===== src/rtl/b64c_pkg.sv =====
// Shared types, codes and character tables for the Base64 codec.
// No dependencies; imported by every module of the codec.
package b64c_pkg;

	localparam logic MODE_ENC = 1'b0;
	localparam logic MODE_DEC = 1'b1;

	localparam logic [1:0] ST_OK      = 2'd0;
	localparam logic [1:0] ST_LEN_ERR = 2'd1;
	localparam logic [1:0] ST_BAD_CHR = 2'd2;

	localparam logic [7:0] PAD_CHAR   = 8'h3D;
	localparam logic [7:0] PLUS_CHAR  = 8'h2B;
	localparam logic [7:0] SLASH_CHAR = 8'h2F;

	typedef struct packed {
		logic [3:0][7:0] data;
		logic [1:0]      cnt;
		logic            last;
		logic [1:0]      status;
	} rec_t;

	typedef struct packed {
		logic       ok;
		logic [5:0] sx;
	} sextet_t;

	function automatic logic [7:0] sextet_to_char(input logic [5:0] v);
		logic [7:0] w;
		w = {2'b00, v};
		if (v < 6'd26) begin
			return 8'd65 + w;
		end else if (v < 6'd52) begin
			return 8'd71 + w;
		end else if (v < 6'd62) begin
			return w - 8'd4;
		end else if (v == 6'd62) begin
			return PLUS_CHAR;
		end
		return SLASH_CHAR;
	endfunction

	function automatic sextet_t char_to_sextet(input logic [7:0] c);
		sextet_t r;
		r.ok = 1'b1;
		r.sx = 6'd0;
		if (c >= 8'd65 && c <= 8'd90) begin
			r.sx = 6'(c - 8'd65);
		end else if (c >= 8'd97 && c <= 8'd122) begin
			r.sx = 6'(c - 8'd71);
		end else if (c >= 8'd48 && c <= 8'd57) begin
			r.sx = 6'(c + 8'd4);
		end else if (c == PLUS_CHAR) begin
			r.sx = 6'd62;
		end else if (c == SLASH_CHAR) begin
			r.sx = 6'd63;
		end else begin
			r.ok = 1'b0;
		end
		return r;
	endfunction

endpackage


===== src/rtl/base64_codec_unit.sv =====
// Top level of the Base64 codec: APB mode register, group collector and
// output serializer. Depends on b64c_pkg, b64c_collect and b64c_serial.
//
// The codec sends one result beat per cycle while out_ready is high. Encoding
// takes three bytes and sends four characters, so its input is held off at
// times; decoding takes four characters and sends up to three bytes, so it
// accepts one character per cycle while the output is not held off. The
// output serializer, which drains one group record of up to four beats, sets
// the rate; one further finished group waits in the collector while earlier
// beats go out; a group's first beat passes the collector's record register
// and then the serializer's. A mode register write clears any partial group.
module base64_codec_unit (
	input  logic        clk,
	input  logic        arst_n,
	input  logic        psel,
	input  logic        penable,
	input  logic        pwrite,
	input  logic [2:0]  paddr,
	input  logic [31:0] pwdata,
	output logic [31:0] prdata,
	output logic        pready,
	input  logic        in_valid,
	output logic        in_ready,
	input  logic [7:0]  in_byte,
	input  logic        last_in,
	output logic        out_valid,
	input  logic        out_ready,
	output logic [7:0]  out_byte,
	output logic        last_out,
	output logic [1:0]  status
);
	import b64c_pkg::*;

	logic mode_q;
	logic mode_wr;
	logic rec_valid;
	logic take;
	rec_t rec;

	assign pready  = 1'b1;
	assign mode_wr = psel & penable & pwrite & pready & (paddr[2] == 1'b0);
	assign prdata  = (paddr[2] == 1'b0) ? {31'd0, mode_q} : 32'd0;

	always_ff @(posedge clk or negedge arst_n) begin
		if (!arst_n) begin
			mode_q <= MODE_ENC;
		end else if (mode_wr) begin
			mode_q <= pwdata[0];
		end
	end

	b64c_collect u_collect (
		.clk       (clk),
		.arst_n    (arst_n),
		.mode      (mode_q),
		.clr       (mode_wr),
		.in_valid  (in_valid),
		.in_ready  (in_ready),
		.in_byte   (in_byte),
		.last_in   (last_in),
		.take      (take),
		.rec_valid (rec_valid),
		.rec       (rec)
	);

	b64c_serial u_serial (
		.clk       (clk),
		.arst_n    (arst_n),
		.clr       (mode_wr),
		.rec_valid (rec_valid),
		.rec       (rec),
		.take      (take),
		.out_valid (out_valid),
		.out_ready (out_ready),
		.out_byte  (out_byte),
		.last_out  (last_out),
		.status    (status)
	);

endmodule


===== src/rtl/b64c_collect.sv =====
// Group collector of the Base64 codec: gathers bytes or characters into a group
// and hands each finished group on as one record of up to four result beats.
// Depends on b64c_pkg.
module b64c_collect (
	input  logic           clk,
	input  logic           arst_n,
	input  logic           mode,
	input  logic           clr,
	input  logic           in_valid,
	output logic           in_ready,
	input  logic [7:0]     in_byte,
	input  logic           last_in,
	input  logic           take,
	output logic           rec_valid,
	output b64c_pkg::rec_t rec
);
	import b64c_pkg::*;

	logic [23:0] bits_q, bits_d, enc_bits, dec_bits;
	logic [1:0]  fill_q, fill_d, fill_inc, drops;
	logic        pad_q, pad_d, bad_q, bad_d, bad_n;
	logic        done, accept, is_pad, rec_valid_s1;
	logic [5:0]  sx;
	sextet_t     cs;
	rec_t        rec_d, rec_s1;

	assign accept    = in_valid & in_ready;
	assign in_ready  = ~rec_valid_s1 | take;
	assign rec_valid = rec_valid_s1;
	assign rec       = rec_s1;
	assign fill_inc  = fill_q + 2'd1;
	assign cs        = char_to_sextet(in_byte);
	assign is_pad    = (in_byte == PAD_CHAR);
	assign sx        = is_pad ? 6'd0 : cs.sx;
	assign bad_n     = bad_q | (~cs.ok & ~is_pad);

	always_comb begin
		enc_bits = bits_q;
		unique case (fill_q)
			2'd0: enc_bits[23:16] = in_byte;
			2'd1: enc_bits[15:8]  = in_byte;
			default: enc_bits[7:0] = in_byte;
		endcase
		dec_bits = bits_q;
		unique case (fill_q)
			2'd0: dec_bits[23:18] = sx;
			2'd1: dec_bits[17:12] = sx;
			2'd2: dec_bits[11:6]  = sx;
			default: dec_bits[5:0] = sx;
		endcase
	end

	always_comb begin
		bits_d = bits_q;
		fill_d = fill_q;
		pad_d  = pad_q;
		bad_d  = bad_q;
		rec_d  = '0;
		done   = 1'b0;
		drops  = 2'd0;
		if (mode == MODE_ENC) begin
			rec_d.data[0] = sextet_to_char(enc_bits[23:18]);
			rec_d.data[1] = sextet_to_char(enc_bits[17:12]);
			rec_d.data[2] = (fill_inc == 2'd1) ? PAD_CHAR : sextet_to_char(enc_bits[11:6]);
			rec_d.data[3] = (fill_inc == 2'd3) ? sextet_to_char(enc_bits[5:0]) : PAD_CHAR;
			rec_d.cnt     = 2'd3;
			rec_d.last    = last_in;
			rec_d.status  = ST_OK;
			done          = (fill_inc == 2'd3) | last_in;
			if (done) begin
				bits_d = '0;
				fill_d = 2'd0;
				pad_d  = 1'b0;
				bad_d  = 1'b0;
			end else begin
				bits_d = enc_bits;
				fill_d = fill_inc;
			end
		end else if (fill_q != 2'd3) begin
			if (last_in) begin
				done         = 1'b1;
				rec_d.last   = 1'b1;
				rec_d.status = ST_LEN_ERR;
				bits_d       = '0;
				fill_d       = 2'd0;
				pad_d        = 1'b0;
				bad_d        = 1'b0;
			end else begin
				bits_d = dec_bits;
				fill_d = fill_inc;
				bad_d  = bad_n;
				if (fill_q == 2'd2) begin
					pad_d = is_pad;
				end
			end
		end else begin
			if (last_in) begin
				drops = {1'b0, pad_q} + {1'b0, is_pad};
			end
			done          = 1'b1;
			rec_d.data[0] = dec_bits[23:16];
			rec_d.data[1] = dec_bits[15:8];
			rec_d.data[2] = dec_bits[7:0];
			rec_d.data[3] = 8'd0;
			rec_d.cnt     = 2'd2 - drops;
			rec_d.last    = last_in;
			rec_d.status  = bad_n ? ST_BAD_CHR : ST_OK;
			bits_d        = '0;
			fill_d        = 2'd0;
			pad_d         = 1'b0;
			bad_d         = last_in ? 1'b0 : bad_n;
		end
	end

	always_ff @(posedge clk or negedge arst_n) begin
		if (!arst_n) begin
			bits_q       <= '0;
			fill_q       <= 2'd0;
			pad_q        <= 1'b0;
			bad_q        <= 1'b0;
			rec_valid_s1 <= 1'b0;
		end else if (clr) begin
			bits_q       <= '0;
			fill_q       <= 2'd0;
			pad_q        <= 1'b0;
			bad_q        <= 1'b0;
			rec_valid_s1 <= 1'b0;
		end else begin
			if (accept) begin
				bits_q <= bits_d;
				fill_q <= fill_d;
				pad_q  <= pad_d;
				bad_q  <= bad_d;
			end
			if (accept && done) begin
				rec_valid_s1 <= 1'b1;
			end else if (take) begin
				rec_valid_s1 <= 1'b0;
			end
		end
	end

	always_ff @(posedge clk) begin
		if (accept && done) begin
			rec_s1 <= rec_d;
		end
	end

	a_enc_fill: assert property (@(posedge clk) disable iff (!arst_n)
		(mode == MODE_ENC) |-> (fill_q != 2'd3))
		else $error("encode group holds more than two bytes");
	a_pad_pos: assert property (@(posedge clk) disable iff (!arst_n)
		pad_q |-> (fill_q == 2'd3))
		else $error("pad flag set outside the fourth position");
	a_rec_hold: assert property (@(posedge clk) disable iff (!arst_n)
		(rec_valid_s1 && !take && !clr) |=> rec_valid_s1)
		else $error("pending group record lost");

endmodule


===== src/rtl/b64c_serial.sv =====
// Output serializer of the Base64 codec: holds one group record and sends
// its result beats one per cycle while out_ready is high. Depends on b64c_pkg.
module b64c_serial (
	input  logic           clk,
	input  logic           arst_n,
	input  logic           clr,
	input  logic           rec_valid,
	input  b64c_pkg::rec_t rec,
	output logic           take,
	output logic           out_valid,
	input  logic           out_ready,
	output logic [7:0]     out_byte,
	output logic           last_out,
	output logic [1:0]     status
);
	import b64c_pkg::*;

	logic       valid_q;
	logic [1:0] idx_q;
	logic       final_beat;
	rec_t       rec_q;

	assign final_beat = (idx_q == rec_q.cnt);
	assign take       = rec_valid & (~valid_q | (out_ready & final_beat));
	assign out_valid  = valid_q;
	assign out_byte   = rec_q.data[idx_q];
	assign last_out   = rec_q.last & final_beat;
	assign status     = rec_q.status;

	always_ff @(posedge clk or negedge arst_n) begin
		if (!arst_n) begin
			valid_q <= 1'b0;
			idx_q   <= 2'd0;
		end else if (clr) begin
			valid_q <= 1'b0;
			idx_q   <= 2'd0;
		end else if (take) begin
			valid_q <= 1'b1;
			idx_q   <= 2'd0;
		end else if (valid_q && out_ready) begin
			valid_q <= ~final_beat;
			idx_q   <= idx_q + 2'd1;
		end
	end

	always_ff @(posedge clk) begin
		if (take) begin
			rec_q <= rec;
		end
	end

	a_idx_range: assert property (@(posedge clk) disable iff (!arst_n)
		valid_q |-> (idx_q <= rec_q.cnt))
		else $error("beat index beyond record length");
	a_load_start: assert property (@(posedge clk) disable iff (!arst_n)
		(take && !clr) |=> (valid_q && idx_q == 2'd0))
		else $error("new record does not start at its first beat");

endmodule


===== config.mk =====
export PLATFORM = sky130hd
export DESIGN_NAME = base64_codec_unit
export DESIGN_NICKNAME = d
export VERILOG_FILES = /design/src/rtl/b64c_pkg.sv /design/src/rtl/base64_codec_unit.sv /design/src/rtl/b64c_collect.sv /design/src/rtl/b64c_serial.sv
export SDC_FILE = /design/constraint.sdc
export NUM_CORES = 1
export LEC_CHECK = 0
export ABC_AREA = 1
export BUFFER_PORTS_ARGS = -buffer_cell sky130_fd_sc_hd__buf_2
export CAP_MARGIN = 20
export CORE_ASPECT_RATIO = 1.1
export CORE_MARGIN = 1
export CORE_UTILIZATION = 45
export CTS_CLUSTER_DIAMETER = 80
export DETAILED_ROUTE_END_ITERATION = 7
export PLACE_DENSITY = 0.65
export SLEW_MARGIN = 15
export SYNTH_ARGS = -nofsm -noshare
export SYNTH_HDL_FRONTEND = slang
export SYNTH_SLANG_ARGS = --single-unit

===== constraint.sdc =====
create_clock -name clk -period 8.9 [get_ports clk]
set_clock_uncertainty 0.2 [all_clocks]
set_input_delay 1.335 -clock clk [delete_from_list [all_inputs] [get_ports clk]]
set_output_delay 1.335 -clock clk [all_outputs]
set_load 0.01 [all_outputs]

## After elaboration in Yosys (flattened, before gate mapping)

Index checks and enable logic that the tools add are counted.

| cells by class | value |
|---|---|
| add/subtract/negate cells | 19 |
| magnitude comparators | 19 |
| equal/unequal tests | 14 |
| muxes and demuxes | 106 |
| bitwise logic cells | 18 |
| reductions and logical operators | 14 |

Operators with widths:

| cell | number |
|---|---|
| 8-bit 2-to-1 mux | 26 |
| 24-bit 2-to-1 mux | 6 |
| 7-bit by 6-bit adder with 8-bit output, first input constant | 8 |
| 6-bit 2-to-1 mux | 10 |
| 6-bit < comparator, second input constant | 8 |
| 1-bit 2-to-1 mux | 46 |
| 37-bit 2-to-1 mux | 1 |
| 6-bit by 3-bit subtractor with 7-bit output, second input constant | 4 |
| 2-bit 2-to-1 mux | 13 |
| 26-bit 2-to-1 mux | 1 |
| 6-bit == test, second input constant | 4 |
| 8-bit by 6-bit == test with 1-bit output, second input constant | 3 |
| 6-bit by 5-bit < comparator with 1-bit output, second input constant | 4 |
| 8-bit binary-select mux with 2-bit select | 1 |
| 8-bit by 7-bit greater-or-equal comparator with 1-bit output, second input constant | 2 |
| 8-bit by 7-bit less-or-equal comparator with 1-bit output, second input constant | 2 |
| 3-bit nonzero test | 3 |
| 1-bit AND | 8 |
| 8-bit by 6-bit greater-or-equal comparator with 1-bit output, second input constant | 1 |
| 8-bit by 6-bit less-or-equal comparator with 1-bit output, second input constant | 1 |
| 6-bit by 3-bit adder with 6-bit output, second input constant | 1 |
| 3-bit 2-to-1 mux | 2 |
| 1-bit NOT | 6 |
| 6-bit by 1-bit subtractor with 6-bit output, second input constant | 1 |
| 18 further kinds | 28 |

| word-level totals | value |
|---|---|
| register bits after elaboration | 107 |
| input bits | 51 |
| output and inout bits | 46 |
| logic and storage cells | 212 |

## Longest topological paths before layout

| logic depth | value |
|---|---|
| depth after elaboration | 13 |
| depth in mapped cells | 18 |

## By module

Synthesis repeated with hierarchy kept, for this count alone.

| unflattened totals | value |
|---|---|
| cells, all modules | 1,007 |
| area total of the unflattened synthesis | 7,791.2 sq um |

By module, submodules not included:

| module | times used | cells an instance | area each (sq um) |
|---|---|---|---|
| b64c_collect | 1 | 849 | 5,928.2 |
| b64c_serial | 1 | 112 | 1,545.2 |
| base64_codec_unit | 1 | 46 | 317.8 |

## Worst setup path after synthesis

Ideal clock, no wire load.

| timing path | value |
|---|---|
| path kind | in2reg |
| from | input out_ready |
| to | register u_collect.rec_s1, in the netlist u_collect.rec[0], enable pin |
| data arrival time | 4.404 ns |
| path slack | 3.818 ns |
| stages | 6 |
| buffers on the path | 0 |
| path through | inv_1 > o21ai_1 > inv_1 > nand2_1 > nand2_1 > nor3_1 |

| between the ends | value |
|---|---|
| longest elaborated chain between the ends | 6 |

RTL lines:

| element | RTL line | RTL |
|---|---|---|
| start, declared | base64_codec_unit.sv:27 | `input logic out_ready,` |
| 1-bit AND | b64c_serial.sv:24 | `assign take = rec_valid & (~valid_q \| (out_ready & final_beat));` |
| 1-bit bitwise OR | b64c_serial.sv:24 |  |
| 1-bit AND | b64c_serial.sv:24 |  |
| 1-bit bitwise OR | b64c_collect.sv:28 | `assign in_ready = ~rec_valid_s1 \| take;` |
| net in_ready | base64_codec_unit.sv:23 | `output logic in_ready,` |
| 1-bit AND | b64c_collect.sv:27 | `assign accept = in_valid & in_ready;` |
| 1-bit logical AND | b64c_collect.sv:144 | `if (accept && done) begin` |
| end signal, assigned | b64c_collect.sv:145 | `rec_s1 <= rec_d;` |
| end, declared | b64c_collect.sv:25 | `rec_t rec_d, rec_s1;` |

The timed path passes the listed nets, and every way through them passes these cells.
A chain may end at the register's enable or synchronous reset.

==> key figures <==
Run status
  – Status: finished clean

Placed design
  – Port Buffers: 31
  – Detail Placement HPWL: 13,700 um
  – Place WS: 4.79 ns
  – Routability cong.: 0.908

Worst setup path
  – Bufs and invs on worst path: 5
  – Largest stage delay on the critical path: 0.70 ns
  – Critical Path RT: 8.87 ns
  – Crit. End Element: flip-flop
  – Crit path top cell by count: inv_1
  – WP data arrival: 3.82 ns
  – CP cell instances: inv_1, ha_1, inv_2, o21ai_1, inv_1, ha_1, inv_1, o21ai_0, a21oi_1, inv_1, nand3_1, o21ai_0, o21ai_0
  – Critical path's slowest cell: ha_1
  – Crit Path Max Fanout: 19
  – Critical path type: flip-flop to flip-flop
  – CP startpoint kind: flip-flop
  – CP top delay family: compound AO/OA/AOI/OAI gates

Layout
  – Area delta synth->final: 6.01%
  – Most common cell after layout, fill and taps aside: nand2_1
  – Commonest cells after routing, fill and taps aside: 295 x nand2_1, 104 x inv_1, 103 x nand3_1
  – Share of post-route cells with drive strength above 1: 0.107
  – Final core utilization: 0.493
  – # diodes: 0
  – Layout Nets: 1,105

Pwr
  – Maximum vdd drop: 0.165 mV
  – Leakage: 3.87 nW
  – Power Density: 382 mW/mm^2
  – Total power: 3.12 mW

Job
  – Max-cap viol count: 0

Synthesis
  – Ys flop type: edfxtp_1
  – Unique masters post-synth: 46
  – Post-synth top area cell: edfxtp_1
  – Syn Inst Count: 1,003
  – Top cell type's share of synthesized area: 0.288
  – Synth area leaders: edfxtp_1 29%, nand2_1 14%, dfrtp_1 11%, nand3_1 6.7%, ha_1 6.3%
  – Mapped cell area: 0.00770 mm^2
  – Ys async rst share: 0.308
  – Synth Register Bits: 107
  – Ys Warns: 0
  – Number of synthesized flops with an enable pin: 74
  – Sequential area share after synthesis: 0.396
  – Syn Area/Cell: 7.68 um^2

Die
  – Initial Util: 0.465
  – DIE WIDTH: 127 um
  – Core ar.: 0.0166 mm^2
  – FP Rows: 49
  – Die area: 0.0176 mm^2
  – Die H: 139 um
  – Number of I/O pins: 97

STA
  – Setup slack after layout: 5.05 ns
  – Final Max Tran Viols: 0
  – Hold Slack: 0.220 ns
  – Slew of the pin with the lowest slew margin: 0.941 ns
  – Max Freq: 0.260 GHz
  – Tcrit/Tclk final: 0.433
  – Finish-stage setup viols: 0
  – Worst slew margin: 0.372
  – Min cycle time layout: 3.85 ns
  – RSZ-0062 raised after global routing: no
  – Final hold vios: 0
  – TNS Setup: 0 ns

Detailed routing
  – Via count: 6,435
  – 1st-pass router iterations: 5
  – Routed wire length per instance: 15.5 um
  – DRC: 0
  – DRT iter0 DRCs: 530
  – Post-route ant nets: 0
  – Vias/cell: 5.26
  – DRT Wirelength: 19,000 um

Clock network
  – # H-tree levels: 3
  – Hold Buf Count CTS: 0
  – Clock buffer count from CTS: 9
  – Worst-Skew Late Latency: 0.36 ns
  – Worst-path clk slew: 0.08 ns
  – CTS Sinks: 107
  – CTS tree: done
  – Clock Path Buffers: 2
  – Post-CTS Setup Bufs: 0
  – CTS root buf: clkbuf_16
  – Post-CTS Resized: 0

GRT
  – First-pass GRT wire length: 30,200 um
  – Initial antenna violation count: 0
  – All-Layer GR Usage: 0.220
  – Gr ovfl total: 0
  – Pin count of the biggest net entering global routing: 39
  – Vias in the first global route: 5,796

Min path
  – HP Class: flip-flop to flip-flop
sequential cells by signal, summed over array words and instances (netlist names), 2 cells and up:
name	flops
u_serial.status	2
u_collect.fill_q	2
u_collect.bits_q	24
u_serial.rec_q	35
u_serial.idx_q	2
u_collect.rec	37
cell usage after synthesis (11+ instances only):
cell and instances:
o22ai_1 11, dfrtp_1 33, buf_4 37, ha_1 39
buf_2 11, o21ai_0 63, a21oi_1 23, edfxtp_1 74
o21ai_1 17, inv_1 104, nand2_1 295, nor2_1 51
nand3_1 103, xor2_1 23, o21ai_2 12, clkbuf_1 12
stage by stage:
step,instances,cell area (um^2)
after global routing,1224,8170
after global placement,1206,7830
after CTS,1223,8150
after floorplan,1033,7820
after detailed placement,1207,7850
final,1224,8170
final cells by class:
type / count / area, um^2
Clock buffer: 10 / 229
Clock inverter: 6 / 72.6
Fill cell: 1624 / 8390
Inverter: 116 / 437
Multi-Input combinational cell: 743 / 3900
Sequential cell: 107 / 3050
Tap cell: 204 / 255
Timing Repair Buffer: 38 / 224
power breakdown:
part / leakage [nW] / switching (mW) / internal, mW
registers: 1.13 / 0.0834 / 0.771
clock network: 0.149 / 0.189 / 0.223
logic: 2.59 / 1.26 / 0.595
total: 3.87 / 1.53 / 1.59
per-layer routing:
layer | global-route usage | vias to the layer above | wire (um)
met1 | 0.298 | 2958 | 8590
li1 | - | 3247 | -
met2 | 0.367 | 209 | 9010
met3 | 0.0311 | 21 | 995
met5 | 0 | - | 0
met4 | 0.0639 | 0 | 360
final timing paths:
kind                                startpoint            endpoint  slack [ns]  cells after the start
min                          u_collect.rec[12]  u_serial.rec_q[12]        0.22                      0
max in group asynchronous               arst_n     u_collect.bad_q        6.99                      1
max reg2reg                u_collect.fill_q[0]   u_collect.rec[10]        5.05                     13
max                        u_collect.fill_q[0]   u_collect.rec[10]        5.05                     13
min reg2reg                  u_collect.rec[12]  u_serial.rec_q[12]        0.22                      0
min in group asynchronous               arst_n   u_serial.idx_q[0]        0.91                      1
worst reg2reg max path: stages (launching register included):
cell and delay, ns:
dfrtp_1 0.45, inv_1 0.11, ha_1 0.70, inv_2 0.30, o21ai_1 0.55, inv_1 0.16
ha_1 0.22, inv_1 0.13, o21ai_0 0.11, a21oi_1 0.14, inv_1 0.16, nand3_1 0.12
o21ai_0 0.07, o21ai_0 0.24
kinds of logic (layout without fill, tap and decap cells):
family	after synthesis	after routing	share of synthesized area
xor gates and xnor gates	32	32	0.0364
buffers and inverters	183	170	0.114
and+or+nand+nor	493	493	0.277
DFF	107	107	0.396
AOI/OAI and AO/OA	147	147	0.112
adders and majority gates	39	39	0.0633
other	2	32	0.000975
(Power assumes the default switching activity.)
